`config.mk`:
```
export PLATFORM = sky130hd
export DESIGN_NAME = flptm_ctrl
export DESIGN_NICKNAME = d
export VERILOG_FILES = /design/src/hw/rtl/flptm_pkg.sv /design/src/hw/rtl/flptm_ctrl.sv
export SDC_FILE = /design/constraint.sdc
export NUM_CORES = 1
export LEC_CHECK = 0
export BUFFER_PORTS_ARGS = -buffer_cell sky130_fd_sc_hd__buf_4
export CORE_AREA = 2 2 39 41
export DETAILED_ROUTE_END_ITERATION = 16
export DIE_AREA = 0 0 41 43
export PLACE_DENSITY_LB_ADDON = 0.08
export SLEW_MARGIN = 20
export SYNTH_ARGS = -nofsm -noshare
export SYNTH_HDL_FRONTEND = slang
export SYNTH_SLANG_ARGS = --single-unit
```
`constraint.sdc`:
```
create_clock -name clk -period 2.1 [get_ports clk]
set_input_delay 0.21 -clock clk [delete_from_list [all_inputs] [get_ports clk]]
set_output_delay 0.21 -clock clk [all_outputs]
set_load 0.005 [all_outputs]
```
`src/hw/rtl/flptm_pkg.sv`:
```
// Package for the four-level page table mapper.
// Constants, state and command types shared by controller, datapath and top.
package flptm_pkg;
  localparam int TableFrames = 64;
  localparam int EntriesPerTable = 512;
  localparam int SlotW = $clog2(TableFrames);
  localparam int IdxW = 9;
  localparam int AddrW = SlotW + IdxW;
  localparam int FrameW = 40;
  localparam int CntW = 13;

  localparam logic [1:0] CfgRoot = 2'd0;
  localparam logic [1:0] CfgBase = 2'd1;
  localparam logic [1:0] CfgFirst = 2'd2;
  localparam logic [1:0] CfgCount = 2'd3;

  localparam logic [1:0] StOk = 2'd0;
  localparam logic [1:0] StNoFrame = 2'd1;
  localparam logic [1:0] StOutside = 2'd2;

  typedef enum logic [2:0] {
    S_IDLE, S_CLRROOT, S_CHECK, S_READ, S_EVAL, S_CLEAR, S_LINK, S_DONE
  } state_t;

  typedef struct packed {
    logic load;      // latch input transaction, level 0, frame = root
    logic rd;        // issue read of current entry
    logic wr_leaf;   // write leaf entry
    logic wr_or;     // write existing entry ORed with upper bits
    logic wr_new;    // write entry pointing to new frame, advance allocator
    logic clr_start; // start clearing pass on new frame (clr_root: root slot 0)
    logic clr_root;
    logic clr_step;
    logic next_lvl;
    logic reset_used;
  } cmd_t;

  typedef struct packed {
    logic query;
    logic last;        // level 3
    logic slot_ok;     // current frame in store
    logic present;     // read entry present
    logic alloc_ok;    // frames remain
    logic new_ok;      // new frame in store
    logic clr_done;
  } sts_t;
endpackage

```
`src/hw/rtl/flptm_ctrl.sv`:
```
// Controller state machine of the page table mapper.
// Depends on flptm_pkg; drives the datapath through cmd_t, reads sts_t.
module flptm_ctrl (
  input  logic             clk,
  input  logic             rst_n,
  input  logic             in_valid,
  output logic             in_ready,
  output logic             res_load,
  output logic [1:0]       res_status,
  output logic             res_mapped,
  input  logic             out_free,
  input  flptm_pkg::sts_t  sts,
  output flptm_pkg::cmd_t  cmd
);
  import flptm_pkg::*;
  state_t state_r, state_nxt;

  always_ff @(posedge clk) begin
    if (!rst_n) state_r <= S_CLRROOT;
    else state_r <= state_nxt;
  end

  always_comb begin
    state_nxt = state_r;
    cmd = '0;
    in_ready = 1'b0;
    res_load = 1'b0;
    res_status = StOk;
    res_mapped = 1'b0;
    unique case (state_r)
      S_CLRROOT: begin
        cmd.clr_root = 1'b1;
        cmd.clr_step = 1'b1;
        cmd.reset_used = 1'b1;
        if (sts.clr_done) state_nxt = S_IDLE;
      end
      S_IDLE: begin
        in_ready = out_free;
        if (in_valid && out_free) begin
          cmd.load = 1'b1;
          state_nxt = S_CHECK;
        end
      end
      S_CHECK: begin
        if (!sts.slot_ok) begin
          res_status = StOutside;
          state_nxt = S_DONE;
        end else begin
          cmd.rd = 1'b1;
          state_nxt = S_READ;
        end
      end
      S_READ: state_nxt = S_EVAL;
      S_EVAL: begin
        state_nxt = S_DONE;
        if (sts.query) begin
          if (sts.present && sts.last) res_mapped = 1'b1;
          else if (sts.present) begin
            cmd.next_lvl = 1'b1;
            state_nxt = S_CHECK;
          end
        end else if (sts.last) begin
          cmd.wr_leaf = 1'b1;
        end else if (sts.present) begin
          cmd.wr_or = 1'b1;
          cmd.next_lvl = 1'b1;
          state_nxt = S_CHECK;
        end else if (!sts.alloc_ok) begin
          res_status = StNoFrame;
        end else if (!sts.new_ok) begin
          res_status = StOutside;
        end else begin
          cmd.clr_start = 1'b1;
          state_nxt = S_CLEAR;
        end
      end
      S_CLEAR: begin
        cmd.clr_step = 1'b1;
        if (sts.clr_done) state_nxt = S_LINK;
      end
      S_LINK: begin
        cmd.wr_new = 1'b1;
        cmd.next_lvl = 1'b1;
        state_nxt = S_CHECK;
      end
      S_DONE: ;
      default: state_nxt = S_IDLE;
    endcase
    if (state_nxt == S_DONE && state_r != S_DONE) res_load = 1'b1;
    if (state_r == S_DONE) begin
      if (out_free) state_nxt = S_IDLE;
    end else if (res_load && out_free) begin
      state_nxt = S_IDLE;
    end
  end
endmodule

```
# After elaboration in Yosys (flattened, before gate mapping)
# Cells that the tools add are included.
totals:
  out_inout_bits: 15
  reg_bits: 3
  in_bits: 11
op_classes:
  n_mux: 48
  reduce_logical: 6
  n_eq_ne: 9
op_table:
  columns: ["op", "count"]
  rows:
  - ["3-bit two-way mux", 13]
  - ["1-bit two-way mux", 23]
  - ["3-bit one-hot mux with 7 select lines", 1]
  - ["2-bit two-way mux", 9]
  - ["3-bit equality test (second input constant)", 5]
  - ["3-bit by 2-bit equality test with 1-bit output (second input constant)", 2]
  - ["1-bit logical AND", 4]
  - ["2-bit one-hot mux with 2 select lines", 1]
  - ["3-bit by 1-bit equality test with 1-bit output (second input constant)", 1]
  - ["3-bit logical NOT", 1]
  - ["3-bit inequality test (second input constant)", 1]
  - ["1-bit one-hot mux with 2 select lines", 1]
  - ["2-bit OR reduction", 1]

# Depth between registers and ports, before layout
depth:
  word_depth: 12
  mapped_depth: 5
  depth_no_buf: 4

# Worst setup path before layout
# OpenSTA, ideal clock, no wires.
synth_path:
  path_type: "register to register"
  from: "register state_r[2]"
  to: "register state_r[0]"
  stages_incl_launch_ff: 5
  period_less_slack_ns: 1.634
  t_required_ns: 2.019
  path_slack_ns: 0.466
  n_path_buf: 0
  arrival_time_ns: 1.553
  setup_time_ns: 0.081
  path_cell_list: "dfxtp_1 -> or3b_4 -> or4_4 -> and3_4 -> a41oi_1"
synth_between:
  elab_chain_len: 8
  elab_cells_between_ends: 20
  classes_between: "eq/ne: 9; mux: 8; reduce/logical: 3"
synth_rtl:
  columns: ["element", "line_no", "text"]
  rows:
  - ["start: declaration", "flptm_ctrl.sv:16", "state_t state_r, state_nxt;"]
  - ["start signal: assignment", "flptm_ctrl.sv:20", "else state_r <= state_nxt;"]
  - ["3-bit equality test, or another cell as far along", "flptm_ctrl.sv:30", "unique case (state_r)"]
  - ["3-bit one-hot mux with 7 select lines", "flptm_ctrl.sv:30", null]
  - ["3-bit equality test", "flptm_ctrl.sv:89", "if (state_nxt == S_DONE && state_r != S_DONE) res_load = 1'b1;"]
  - ["1-bit logical AND", "flptm_ctrl.sv:89", null]
  - ["1-bit two-way mux", "flptm_ctrl.sv:89", null]
  - ["1-bit logical AND", "flptm_ctrl.sv:92", "end else if (res_load && out_free) begin"]
  - ["3-bit two-way mux", "flptm_ctrl.sv:92", null]
  - ["3-bit two-way mux (*)", "flptm_ctrl.sv:90", "if (state_r == S_DONE) begin"]
# Mark *: on every way between the ends. The rest lies on a longest branch, timed or not.
# A chain may end at the register's enable or synchronous reset.

# Final worst setup path
layout_path:
  from: "register state_r[0]"
  to: "output port res_status[1]"
layout_between:
  elab_chain_len: 2
  elab_cells_between_ends: 3
  classes_between: "eq/ne: 2; mux: 1"
layout_rtl:
  columns: ["element", "line_no", "text"]
  rows:
  - ["3-bit equality test / 3-bit by 2-bit equality test with 1-bit output (equally long branches)", "flptm_ctrl.sv:30", null]
  - ["2-bit one-hot mux with 2 select lines (*)", "flptm_ctrl.sv:30", null]
  - ["end: declaration", "flptm_ctrl.sv:9", "output logic [1:0] res_status,"]
# Marked as above.

==> impl_metrics.csv <==
group,metric,value,unit
timing,worst_slack,83.82,ps
timing,slew_headroom,80.15,%
clock_tree,clockRootBuffer,"clkbuf_4",
place,portBuffers,25,
clock_tree,cts_resized,0,
logic_synthesis,synthTopCellsByArea,"dfxtp_1, a211oi_1, inv_1, nor2_1, or3b_2",
timing,finalCritPeriodShare,96.01,%
power_and_ir_drop,p_per_area,382.9,nW/um2
critical_path,required,1890,ps
clock_tree,postCtsHoldBufs,0,
die,die_y,43,um
clock_tree,cts_tree,"done",
global_routing,grt_use_total,13.61,%
final_layout,multi_input_area,300.3,um2
logic_synthesis,synth.avg_cell_area,6.915,um2
clock_tree,cts.sinks,3,
logic_synthesis,async_flop_share,0,%
final_layout,largest_reg_flops,3,
die,start_util,28.48,%
clock_tree,numCtsBuffers,3,
final_layout,nets,97,
critical_path,slowest_delay,430,ps
clock_tree,htree_levels,1,
final_layout,reg_top3,"state_r: 3 flops",
critical_path,critPathLaunchType,"flip-flop",
clock_tree,clkTransAtPathRegs,40,ps
power_and_ir_drop,intPower,177.1,uW
logic_synthesis,ys_ff_latch,3,
final_layout,drive_gt1_share,45.88,%
power_and_ir_drop,p_leak,0.2893,nW
clock_tree,cts_setup_buffers,0,
logic_synthesis,synth_edf_count,0,
clock_tree,clk_latency,230,ps
final_layout,insertedDiodeCount,0,
drt,drt-met1-wl,470,um
logic_synthesis,yosys_warnings,0,
global_routing,grt_pass1_wl,1.656,mm
drt,wl,1.076,mm
power_and_ir_drop,clockPowerShare,39.6,%
final_layout,max_flop_register,"state_r",
drt,firstDrtPassIters,4,
die,placementRows,14,
final_layout,regArea,60.06,um2
power_and_ir_drop,p_switching,67.73,uW
place,dp_slack,300.7,ps
power_and_ir_drop,peakVddDrop,0.1495,mV
logic_synthesis,syn_area,394.1,um2
logic_synthesis,synth_top_flop_cell,"dfxtp_1",
logic_synthesis,ys_seq_area_share,15.24,%
clock_tree,clk_path_buf_depth,2,
logic_synthesis,yosysTopAreaCellShare,15.24,%
timing,slew_viol_final,0,
power_and_ir_drop,seqPwrFrac,25.8,%
critical_path,cp.arrival,1810,ps
timing,setup_viol,0,
critical_path,criticalPathCategory,"reg -> out",
drt,drtIter0Drc,6,
drt,dr.max_layer_used,"met3",
final_layout,syn_to_final_growth,62.22,%
final_layout,final_common_cell,"buf_4",
run_status,status,"finished, final reports clean",
place,hpwl,899.9,um
timing,worstMarginPinSlew,295.0,ps
drt,vias,502,
die,ios,26,
global_routing,antenna_found_initial,0,
critical_path,path_max_fanout,6,
timing,setup_tns,0,ps
logic_synthesis,ys_types,31,
timing,fin_crit,2016,ps
critical_path,slowest_stage,"or3b_4",
global_routing,grt_pass1_vias,399,
drt,route.met2.wl,542,um
final_layout,nFillCells,144,
logic_synthesis,yosys.area.top_type,"dfxtp_1",
critical_path,path_cells,"or3b_4 -> or4_4 -> o32ai_1 -> buf_4",
timing,hold_viol_final,0,
place,gp_congestion,0.7233,
drt,postRouteAntennaNets,0,
logic_synthesis,synthCells,57,
logic_synthesis,syn-num-nets,68,
timing,fin_skew,2.851,ps
flow_run,drv_cap,0,
die,die_width,41,um
min_path,hold_path_class,"in -> reg",
global_routing,grt_start_max_net_pins,12,
die,die_area,1763,um2
die,core,1384,um2
drt,drcViolationCount,0,
timing,timing.fmax,0.4960,GHz
critical_path,end_kind,"primary output",
final_layout,final_cell_mix,"buf_4, inv_1, nor2_1",
drt,wl_met3,63,um
drt,wire_per_inst,10.65,um
power_and_ir_drop,netSwitchingFraction,27.67,%
global_routing,overflow,0,
timing,rsz0062_at_grt,"false",
drt,viasPerCell,4.970,
power_and_ir_drop,comb_power_share,34.6,%
## critical path, delay by kind of cell (launching register included)
| kind | cells | cell delay [ps] |
|---|---|---|
| DFF | 1 | 340 |
| and+or+nand+nor | 2 | 860 |
| AOI/OAI and AO/OA | 1 | 230 |
| buffers and inverters | 1 | 150 |
## cells in the mapped netlist, types with 2 or more instances
cell type and n:
clkbuf_1 2, nand3_1 3, and2_1 2, nor2_1 6, nand2b_1 2, nor3_1 3, a21oi_1 3, dfxtp_1 3
a211oi_1 3, inv_1 6, nand2_1 2, nor2b_1 2, or3b_2 2
## power groups by stage
stage	Sequential, mW	Clock, mW	Combinational (mW)
after floorplan	0.0623	0	0.0456
after global placement	0.0640	0	0.0841
after detailed placement	0.0640	0	0.0833
after CTS	0.0632	0.101	0.0839
after global routing	0.0640	0.108	0.0925
final	0.0632	0.0970	0.0847
## through the flow
step / utilization [%] / cells / hold slack (ps) / cell area (um2) / power [mW]
6_report: 46.20 / 101 / 229.4 / 639.4 / 0.2448
3_3_place_gp: 43.67 / 97 / 472.1 / 604.3 / 0.1481
5_1_grt: 46.20 / 101 / 236.7 / 639.4 / 0.2641
3_5_place_dp: 43.67 / 97 / 466.7 / 604.3 / 0.1473
2_1_floorplan: - / 57 / 340.2 / 394.1 / 0.1079
4_1_cts: 45.57 / 101 / 226.4 / 630.6 / 0.2478
## cell families (layout without fill, tap and decap cells)
group,count (synthesis),after routing,share of synthesized area (%)
AOI/OAI and AO/OA,13,13,25.40
and+or+nand+nor,31,31,48.57
DFF,3,3,15.24
buffers and inverters,10,38,10.79
## cell type report
type,count,share of cell area [%]
multi-input combinational,44,46.97
timing repair buffer,28,32.88
sequential,3,9.393
clock buffer,4,4.110
inverter,6,3.523
tap,16,3.131
## routing by layer
metal / up-vias / track usage, %
li1: 261 / -
met1: 228 / 17.52
met2: 13 / 20.31
met3: 0 / 2.094
met4: 0 / 8.000
met5: - / 0
## worst paths after layout
kind,cells after the start,slack (ps),endpoint,startpoint
worst max-delay path,4,80,res_status[1],state_r[0]
worst min-delay path,2,230,state_r[0],rst_n
worst max register to register,4,320,state_r[0],state_r[0]
worst min register to register,3,760,state_r[0],state_r[2]
No activity file was read; power rests on OpenSTA's default activity.
